===== src/rtl/tbd_pkg.sv =====
`timescale 1ns / 1ps
// ----------------------------------------------------------------------------
// tbd_pkg
// shared widths, register indexes, constants and the kinematics result type
// ----------------------------------------------------------------------------
package tbd_pkg;

   localparam int unsigned CFG_W = 32;
   localparam int unsigned ANG_W = 16;
   localparam int unsigned MOM_W = 31;
   localparam int unsigned WGT_W = 26;
   localparam int unsigned IDX_W = 2;

   // register indexes
   localparam logic [IDX_W-1:0] REG_CM_ENERGY = IDX_W'(0);
   localparam logic [IDX_W-1:0] REG_MASS_ONE  = IDX_W'(1);
   localparam logic [IDX_W-1:0] REG_MASS_TWO  = IDX_W'(2);

   localparam logic [CFG_W-1:0] ECM_RESET   = 32'd1048576;
   localparam logic [30:0]      HALF_PI_Q30 = 31'd1686629713;
   localparam logic [30:0]      ONE_Q30     = 31'h4000_0000;
   localparam logic [WGT_W-1:0] WEIGHT_K    = 26'd56139751;

   // ceil(2^40 / k) for the taylor divisors, exact for 32-bit dividends
   localparam logic [39:0] SIN_RCP [5] = '{
      40'd9995560253, 40'd15270994831, 40'd26178848281,
      40'd54975581389, 40'd183251937963
   };
   localparam logic [39:0] COS_RCP [6] = '{
      40'd8329633544, 40'd12216795865, 40'd19634136211,
      40'd36650387593, 40'd91625968982, 40'd549755813888
   };

   typedef struct packed {
      logic [CFG_W-1:0] e_one;
      logic [CFG_W-1:0] e_two;
      logic [MOM_W-1:0] mom;
      logic [WGT_W-1:0] weight;
      logic             below;
   } kin_type;

endpackage


===== src/rtl/tbd_setup.sv =====
`timescale 1ns / 1ps
// ----------------------------------------------------------------------------
// tbd_setup
// sequencer for the per-configuration terms: energies, momentum, weight
// ----------------------------------------------------------------------------
module tbd_setup
   import tbd_pkg::*;
(
   input  logic             clock,
   input  logic             reset,
   input  logic             start,
   input  logic [CFG_W-1:0] ecm,
   input  logic [CFG_W-1:0] m1,
   input  logic [CFG_W-1:0] m2,
   output kin_type          kin,
   output logic             busy
);

   typedef enum logic [14:0] {
      ST_IDLE   = 15'b000000000000001,
      ST_CHECK  = 15'b000000000000010,
      ST_MUL_D  = 15'b000000000000100,
      ST_DIV_D  = 15'b000000000001000,
      ST_ENERGY = 15'b000000000010000,
      ST_MUL_E  = 15'b000000000100000,
      ST_MUL_S  = 15'b000000001000000,
      ST_SQRT_P = 15'b000000010000000,
      ST_MUL_F  = 15'b000000100000000,
      ST_SQRT_Q = 15'b000001000000000,
      ST_MUL_PQ = 15'b000010000000000,
      ST_DIV_M  = 15'b000100000000000,
      ST_PREP_W = 15'b001000000000000,
      ST_DIV_W  = 15'b010000000000000,
      ST_MUL_W  = 15'b100000000000000
   } state_type;

   state_type   state_ff, state_in;
   logic [63:0] wa_ff, wa_in;      // dividend/quotient or radicand
   logic [63:0] wb_ff, wb_in;      // remainder or root
   logic [5:0]  cnt_ff, cnt_in;
   logic [31:0] sum_ff, sum_in;
   logic [31:0] diff_ff, diff_in;
   logic        big1_ff, big1_in;
   logic [63:0] esq_ff, esq_in;
   logic [31:0] p_ff, p_in;
   kin_type     kin_ff, kin_in;

   logic [31:0] mul_a, mul_b;
   logic [63:0] prod;
   logic [32:0] den;
   logic [33:0] rs, rem;
   logic        qbit;
   logic [63:0] bitv, trial, root_nx;
   logic        take;
   logic [32:0] sum33, el33;

   always_comb begin
      state_in = state_ff;
      wa_in    = wa_ff;
      wb_in    = wb_ff;
      cnt_in   = cnt_ff;
      sum_in   = sum_ff;
      diff_in  = diff_ff;
      big1_in  = big1_ff;
      esq_in   = esq_ff;
      p_in     = p_ff;
      kin_in   = kin_ff;

      // one shared multiplier
      case (state_ff)
         ST_MUL_D: begin
            mul_a = sum_ff;
            mul_b = diff_ff;
         end
         ST_MUL_E: begin
            mul_a = ecm;
            mul_b = ecm;
         end
         ST_MUL_S: begin
            mul_a = sum_ff;
            mul_b = sum_ff;
         end
         ST_MUL_F: begin
            mul_a = diff_ff;
            mul_b = diff_ff;
         end
         ST_MUL_PQ: begin
            mul_a = p_ff;
            mul_b = wb_ff[31:0];
         end
         ST_MUL_W: begin
            mul_a = wa_ff[31:0];
            mul_b = 32'(WEIGHT_K);
         end
         default: begin
            mul_a = '0;
            mul_b = '0;
         end
      endcase
      prod = 64'(mul_a) * 64'(mul_b);

      // restoring divider, one quotient bit a cycle
      den  = (state_ff == ST_DIV_M) ? {ecm, 1'b0} : {1'b0, ecm};
      rs   = {wb_ff[32:0], wa_ff[63]};
      qbit = (rs >= {1'b0, den});
      rem  = qbit ? (rs - {1'b0, den}) : rs;

      // square root, one result bit a cycle
      bitv    = 64'd1 << (7'd62 - 7'({cnt_ff[4:0], 1'b0}));
      trial   = wb_ff + bitv;
      take    = (wa_ff >= trial);
      root_nx = take ? ((wb_ff >> 1) + bitv) : (wb_ff >> 1);

      sum33 = {1'b0, m1} + {1'b0, m2};
      el33  = {1'b0, ecm} + {1'b0, wa_ff[31:0]};

      case (state_ff)
         ST_IDLE: begin
         end
         ST_CHECK: begin
            if ((ecm == '0) || ({1'b0, ecm} < sum33)) begin
               kin_in       = '0;
               kin_in.below = 1'b1;
               state_in     = ST_IDLE;
            end else begin
               kin_in.below = 1'b0;
               big1_in      = (m1 >= m2);
               sum_in       = sum33[31:0];
               diff_in      = (m1 >= m2) ? (m1 - m2) : (m2 - m1);
               state_in     = ST_MUL_D;
            end
         end
         ST_MUL_D: begin
            wa_in    = prod;
            wb_in    = '0;
            cnt_in   = '0;
            state_in = ST_DIV_D;
         end
         ST_DIV_D, ST_DIV_M, ST_DIV_W: begin
            wa_in  = {wa_ff[62:0], qbit};
            wb_in  = 64'(rem[32:0]);
            cnt_in = cnt_ff + 6'd1;
            if (cnt_ff == 6'd63) begin
               if (state_ff == ST_DIV_D) begin
                  state_in = ST_ENERGY;
               end else if (state_ff == ST_DIV_M) begin
                  state_in = ST_PREP_W;
               end else begin
                  state_in = ST_MUL_W;
               end
            end
         end
         ST_ENERGY: begin
            // heavier daughter takes (ecm + d/ecm)/2
            if (big1_ff) begin
               kin_in.e_one = el33[32:1];
               kin_in.e_two = ecm - el33[32:1];
            end else begin
               kin_in.e_two = el33[32:1];
               kin_in.e_one = ecm - el33[32:1];
            end
            state_in = ST_MUL_E;
         end
         ST_MUL_E: begin
            esq_in   = prod;
            state_in = ST_MUL_S;
         end
         ST_MUL_S: begin
            wa_in    = esq_ff - prod;
            wb_in    = '0;
            cnt_in   = '0;
            state_in = ST_SQRT_P;
         end
         ST_SQRT_P, ST_SQRT_Q: begin
            if (take) begin
               wa_in = wa_ff - trial;
            end
            wb_in  = root_nx;
            cnt_in = cnt_ff + 6'd1;
            if (cnt_ff[4:0] == 5'd31) begin
               if (state_ff == ST_SQRT_P) begin
                  p_in     = root_nx[31:0];
                  state_in = ST_MUL_F;
               end else begin
                  state_in = ST_MUL_PQ;
               end
            end
         end
         ST_MUL_F: begin
            wa_in    = esq_ff - prod;
            wb_in    = '0;
            cnt_in   = '0;
            state_in = ST_SQRT_Q;
         end
         ST_MUL_PQ: begin
            wa_in    = prod;
            wb_in    = '0;
            cnt_in   = '0;
            state_in = ST_DIV_M;
         end
         ST_PREP_W: begin
            kin_in.mom = wa_ff[30:0];
            wa_in      = {wa_ff[31:0], 32'd0};
            wb_in      = '0;
            cnt_in     = '0;
            state_in   = ST_DIV_W;
         end
         ST_MUL_W: begin
            kin_in.weight = prod[57:32];
            state_in      = ST_IDLE;
         end
         default: begin
            state_in = ST_IDLE;
         end
      endcase

      if (start) begin
         state_in = ST_CHECK;
      end
   end

   always_ff @(posedge clock) begin
      if (reset) begin
         state_ff <= ST_CHECK;
      end else begin
         state_ff <= state_in;
      end
   end

   always_ff @(posedge clock) begin
      wa_ff   <= wa_in;
      wb_ff   <= wb_in;
      cnt_ff  <= cnt_in;
      sum_ff  <= sum_in;
      diff_ff <= diff_in;
      big1_ff <= big1_in;
      esq_ff  <= esq_in;
      p_ff    <= p_in;
      kin_ff  <= kin_in;
   end

   assign kin  = kin_ff;
   assign busy = (state_ff != ST_IDLE);

endmodule


===== config.mk =====
export PLATFORM = sky130hd
export DESIGN_NAME = tbd_setup
export DESIGN_NICKNAME = d
export VERILOG_FILES = /design/src/rtl/tbd_pkg.sv /design/src/rtl/tbd_setup.sv
export SDC_FILE = /design/constraint.sdc
export NUM_CORES = 2
export LEC_CHECK = 0
export BUFFER_PORTS_ARGS = -buffer_cell sky130_fd_sc_hd__buf_2
export CELL_PAD_IN_SITES_DETAIL_PLACEMENT = 1
export CELL_PAD_IN_SITES_GLOBAL_PLACEMENT = 2
export CORE_MARGIN = 10
export CORE_UTILIZATION = 41
export DETAILED_ROUTE_END_ITERATION = 12
export HOLD_SLACK_MARGIN = 0.15
export PLACE_DENSITY = 0.93
export SLEW_MARGIN = 10
export SYNTH_ARGS = -nofsm -noshare
export SYNTH_HDL_FRONTEND = slang
export SYNTH_SLANG_ARGS = --single-unit

===== constraint.sdc =====
create_clock -name clock -period 17.6 [get_ports clock]
set_input_delay 1.76 -clock clock [delete_from_list [all_inputs] [get_ports clock]]
set_output_delay 1.76 -clock clock [all_outputs]
set_load 0.02 [all_outputs]

[Word level (Yosys, flattened, before mapping)]
Index checks and enable logic that the tools add are counted.
Word-level totals
  bits in registers: 432
  output and inout bits: 123
  word-level logic and storage cells: 103
Cells by class
  $add $sub $neg: 12
  multipliers: 1
  order comparisons: 4
  equal/unequal tests: 22
  shifts and indexed selects: 1
  mux-type cells: 23
  bitwise gates (word level): 2
  reduce and logical (&&, ||, !) cells: 24
Operators by type and width (count)
  $pmux 32 s5: 2
  $pmux 64 s5: 1
  $mux 64: 3
  $pmux 64 s3: 1
  $pmux 15 s11: 1
  $pmux 64 s2: 1
  $sub 64x64->64: 2
  $mux 121: 1
  $sub 32x32->32: 3
  $add 32x32->33: 2
  $mux 33: 2
  $add 63x64->64: 1
  $add 64x64->64: 1
  $ge 64x64->1: 1
  $mul 32x32->64: 1
  $shl 1x7->64 const A: 1
  $pmux 31 s2: 1
  $mux 15: 4
  $pmux 26 s2: 1
  $ge 34x33->1: 1
  $lt 32x33->1: 1
  $sub 33x33->33: 1
  $ge 32x32->1: 1
  $logic_not 32->1: 1
  36 further kinds: 54

[Logic depth before layout (Yosys ltp)]
  depth after elaboration: 6
  depth in mapped cells: 58
  gate-level depth less buffers: 52

[Least setup slack after synthesis]
No wires, ideal clock.
  kind: flip-flop to flip-flop
  start point: reg state_ff[10]
  end point: reg wa_ff[58] (data pin)
  library setup time: 0.254 ns
  arrival: 14.414 ns
  required time: 17.346 ns
  slack: 2.931 ns
  cell stages (with the launch flop): 53
  cell sequence: dfxtp_1 or4_1 nor4_1 nand2_1 or3_1 nor3b_1 clkbuf_1 clkbuf_1 nand2_1 and3_1 clkbuf_1 clkbuf_1 nor2_1 fa_1 inv_1 fa_1 fa_1 fa_1 [17 not listed] xnor2_1 inv_1 ha_1 a21o_1 a21o_1 a31o_2 o2111ai_1 o2111ai_1 a311oi_1 maj3_2 a221oi_2 maj3_1 a221oi_1 o221ai_1 o211ai_1 o211ai_1 xnor2_1 o21a_1
Between the ends
  cells in the longest elaborated chain, start to end: 6
  elaborated cells on any way between the ends: 23
RTL lines
  start: declaration: RTL line tbd_setup.sv:37  | state_type state_ff, state_in;
  start signal: assignment: RTL line tbd_setup.sv:226  | state_ff <= state_in;
  $eq 15x7->1, or another cell as far along: RTL line tbd_setup.sv:70  | case (state_ff)
  $reduce_or 2->1 (no source line)
  $pmux 32 s5: RTL line tbd_setup.sv:70
  $mul 32x32->64 *: RTL line tbd_setup.sv:100  | prod = 64'(mul_a) * 64'(mul_b);
  net prod[35]: RTL line tbd_setup.sv:49  | logic [63:0] prod;
  $sub 64x64->64 *: RTL line tbd_setup.sv:169, tbd_setup.sv:190
  $pmux 64 s5 *: RTL line tbd_setup.sv:117  | case (state_ff)
  net wa_in[58]: RTL line tbd_setup.sv:38  | logic [63:0] wa_ff, wa_in;
  end signal: assignment: RTL line tbd_setup.sv:231  | wa_ff <= wa_in;
  end: declaration: RTL line tbd_setup.sv:38
The timed path passes the listed nets; every way through them passes the cells marked *.
A chain may end at the register's enable or synchronous reset.

[Worst setup path in the final report]
  start point: reg state_ff[5]
  end point: reg wa_ff[50] (data pin)
Between the ends
  cells in the longest elaborated chain, start to end: 6
  elaborated cells on any way between the ends: 23
RTL lines (RTL line)
  $eq 15x7->1, or another cell as far along: tbd_setup.sv:70, tbd_setup.sv:117
  $reduce_or 2->1 (no source line)
  $pmux 32 s5: tbd_setup.sv:70
  $mul 32x32->64: tbd_setup.sv:100
  $sub 64x64->64: tbd_setup.sv:169, tbd_setup.sv:190
  $pmux 64 s5 *: tbd_setup.sv:117
  net wa_in[50]: tbd_setup.sv:38
Marks and branches as above.

==> impl_metrics.env <==
export IMPL_clk_insertion_delay_late_ns=0.66
export IMPL_layout_drive_gt1_share=0.0735
export IMPL_max_stage_delay_ns=0.92
export IMPL_maxCapViolCount=1
export IMPL_grt_start_max_net_pins=79
export IMPL_fin_area_sq_um=78900
export IMPL_antenna_found_initial=8
export IMPL_finalHoldViolations=0
export IMPL_tightest_slew_ns=1.50
export IMPL_whs_path_depth=2
export IMPL_place_area_sq_um=77200
export IMPL_regArea_sq_um=12800
export IMPL_multiInputGateArea_sq_um=54400
export IMPL_first_global_vias=71436
export IMPL_power_internal_uw=2130
export IMPL_reg2reg_slack_ns=1.49
export IMPL_h_tree_depth=2
export IMPL_slew_viol_final=4
export IMPL_die_area_sq_um=196000
export IMPL_wl_met2_um=144000
export IMPL_num_vias=67285
export IMPL_slowest_stage="nand2_2"
export IMPL_yosysTopAreaCellShare=0.248
export IMPL_min_period_ns=16.11
export IMPL_ys_seq_area_frac=0.175
export IMPL_rsz0062_at_grt="no"
export IMPL_io_buffers=221
export IMPL_clock_skew_ns=0.0219
export IMPL_synth_ff_type="edfxtp_1"
export IMPL_hold_buffers=0
export IMPL_violations="capacitance limit, slew limit"
export IMPL_async_reset_ff_frac=0
export IMPL_crit_top_cell="fa_1"
export IMPL_tns_ns=0
export IMPL_grt_overflow=0
export IMPL_timing_fmax_ghz=0.0621
export IMPL_yosysWarnings=0
export IMPL_power_switching_uw=1080
export IMPL_cts_resized=0
export IMPL_die_h_um=442
export IMPL_synth_edf_count=416
export IMPL_dr_wl_met3_um=31400
export IMPL_grt_use_total=0.323
export IMPL_worstPathArrival_ns=16.48
export IMPL_cts_root_buf="clkbuf_16"
export IMPL_die_x_um=442
export IMPL_syn_inst=8578
export IMPL_numCtsBuffers=52
export IMPL_rr_worst_depth=43
export IMPL_period_share=0.915
export IMPL_regToRegStartpoint="state_ff[5]"
export IMPL_grt_pass1_wl_um=476000
export IMPL_cts_sinks=431
export IMPL_setup_violations=0
export IMPL_start_util=0.414
export IMPL_cts_tree="done"
export IMPL_p_per_area_nw_per_um2=40.7
export IMPL_dp_hpwl_um=262000
export IMPL_synth_nets=10245
export IMPL_placementRows=154
export IMPL_place_inst=10915
export IMPL_synth_area_leader_cell="fa_1"
export IMPL_pwr_share_comb=0.242
export IMPL_fillers=20986
export IMPL_drtPass1Iterations=10
export IMPL_seq_power_share=0.399
export IMPL_worstPathRequired_ns=17.98
export IMPL_ys_top_cells_by_area="fa_1 (25%), edfxtp_1 (17%), ha_1 (11%), inv_1 (6.3%), nor2_1 (5.5%)"
export IMPL_max_slew_margin=-0.00797
export IMPL_drt_initial_drc_count=6661
export IMPL_io_pins=222
export IMPL_crit_path_start_kind="flop"
export IMPL_vdd_drop_max_mv=0.0715
export IMPL_p_total_uw=3210
export IMPL_min_from="state_ff[3]"
export IMPL_final_cells=11016
export IMPL_status="complete, but fails checks"
export IMPL_swShare=0.337
export IMPL_mostFrequentLayoutCells="inv_1 (1229), nor2_1 (1075), nand2_1 (969), fa_1 (904), ha_1 (664)"
export IMPL_top_layer="met5"
export IMPL_cts_setup_buffers=0
export IMPL_area_growth_pct=7.96
export IMPL_wl_um=327000
export IMPL_clkTransAtPathRegs_ns=0.08
export IMPL_clkPwrFrac=0.359
export IMPL_cts_buffer_depth=3
export IMPL_ys_types=112
export IMPL_hold_path_class="flop to flop"
export IMPL_worst_setup_path_type="flop to flop"
export IMPL_p_leak_uw=0.0357
export IMPL_endpoint_kind="flop"
export IMPL_hold_path_end="state_ff[4]"
export IMPL_cp_max_fo=34
export IMPL_gp_congestion=1.03
export IMPL_drc_errors=0
export IMPL_reg2reg_to="wa_ff[50]"
export IMPL_synth_avg_cell_area_sq_um=8.52
export IMPL_routed_via_density=6.11
export IMPL_core_area_sq_um=177000
export IMPL_final_common_cell="inv_1"
export IMPL_layout_nets=10296
export IMPL_wl_per_cell_um=29.7
export IMPL_ys_seq_elements=431
export IMPL_synth_area_sq_um=73100
export IMPL_drtAntennaViolNets=0
export IMPL_wl_met1_um=125000
critical path: cells and delay by family (launching register included):
family | cells | cell delay, ns
AO/OA/AOI/OAI | 9 | 2.06
XOR/XNOR | 2 | 1.14
adder cells (fa/ha/maj) | 12 | 5.96
buffers and inverters | 5 | 0.84
flip-flops | 1 | 0.45
AND/OR/NAND/NOR | 15 | 5.31
per-layer routing:
layer	global-route usage	vias to the layer above
met3	0.0742	1006
met5	0.00561	-
met2	0.505	3433
met4	0.207	2
li1	-	28586
met1	0.400	34258
synthesized netlist by cell type, types with 16 or more instances:
cell	count
o211ai_1	25
nand2_1	972
nor3b_1	16
and4_1	17
a21boi_0	24
o21a_1	53
a31oi_1	101
or2_2	35
o221ai_1	26
edfxtp_1	416
a31o_2	23
nor3_1	69
a211oi_1	56
mux2i_1	59
a21o_1	138
a222oi_1	36
ha_1	664
or3_1	37
nand3_1	115
nand2b_1	80
inv_1	1231
and3_1	78
nor4_1	30
xnor2_1	252
buf_1	23
nand4_1	72
fa_1	904
o21ai_0	295
o21ai_1	19
o21bai_1	110
a21oi_1	501
a22oi_1	24
a221oi_1	37
o31ai_1	27
xor2_1	174
nor2b_1	58
maj3_1	18
and2_1	62
a221o_1	21
clkbuf_1	352
nor2_1	1078
cells by family after synthesis:
| kind of cell | after synthesis | synth area share |
|---|---|---|
| flip-flops | 431 | 0.175 |
| AO/OA/AOI/OAI | 1667 | 0.149 |
| buffers and inverters | 1629 | 0.0843 |
| XOR/XNOR | 433 | 0.0529 |
| multiplexers | 60 | 0.00829 |
| AND/OR/NAND/NOR | 2768 | 0.166 |
| adder cells (fa/ha/maj) | 1590 | 0.364 |
metrics by stage:
step	utilization	setup WS [ns]	hold WS [ns]
floorplan	-	2.93	0.536
global placement	0.437	2.05	0.575
detailed placement	0.437	1.95	0.570
CTS	0.446	1.86	0.588
global route	0.447	1.13	0.602
finish	0.447	1.49	0.612
layout make-up:
| type | instances | share of cell area |
|---|---|---|
| multi-input combinational | 6518 | 0.690 |
| sequential | 431 | 0.162 |
| inverter | 1237 | 0.0588 |
| tap | 2340 | 0.0371 |
| timing repair buffer | 389 | 0.0302 |
| clock buffer | 66 | 0.0182 |
| clock inverter | 28 | 0.00374 |
| antenna | 7 | 0.000222 |
power groups by stage:
stage	combinational, uW	clock, uW	sequential [uW]
floorplan	427	0	1340
global placement	747	0	1300
detailed placement	768	0	1300
CTS	773	1160	1280
global route	843	1200	1280
finish	777	1150	1280
state kept, by name (all words and copies together), names as in the netlist:
register  count
kin         122
esq_ff       64
wa_ff        64
wb_ff        64
p_ff         32
sum_ff       32
diff_ff      31
state_ff     15
cnt_ff        6
big1_ff       1
worst max-delay path by stage:
stage,from,end,slack [ns],depth (start not counted)
CTS,state_ff[5],wa_ff[58],1.86,43
global placement,state_ff[5],wa_ff[58],2.05,43
floorplan,state_ff[10],wa_ff[58],2.93,52
detailed placement,state_ff[5],wa_ff[58],1.95,43
global route,state_ff[13],wa_ff[62],1.13,44
finish,state_ff[5],wa_ff[50],1.49,43
Power figures use the tool's default switching activity.
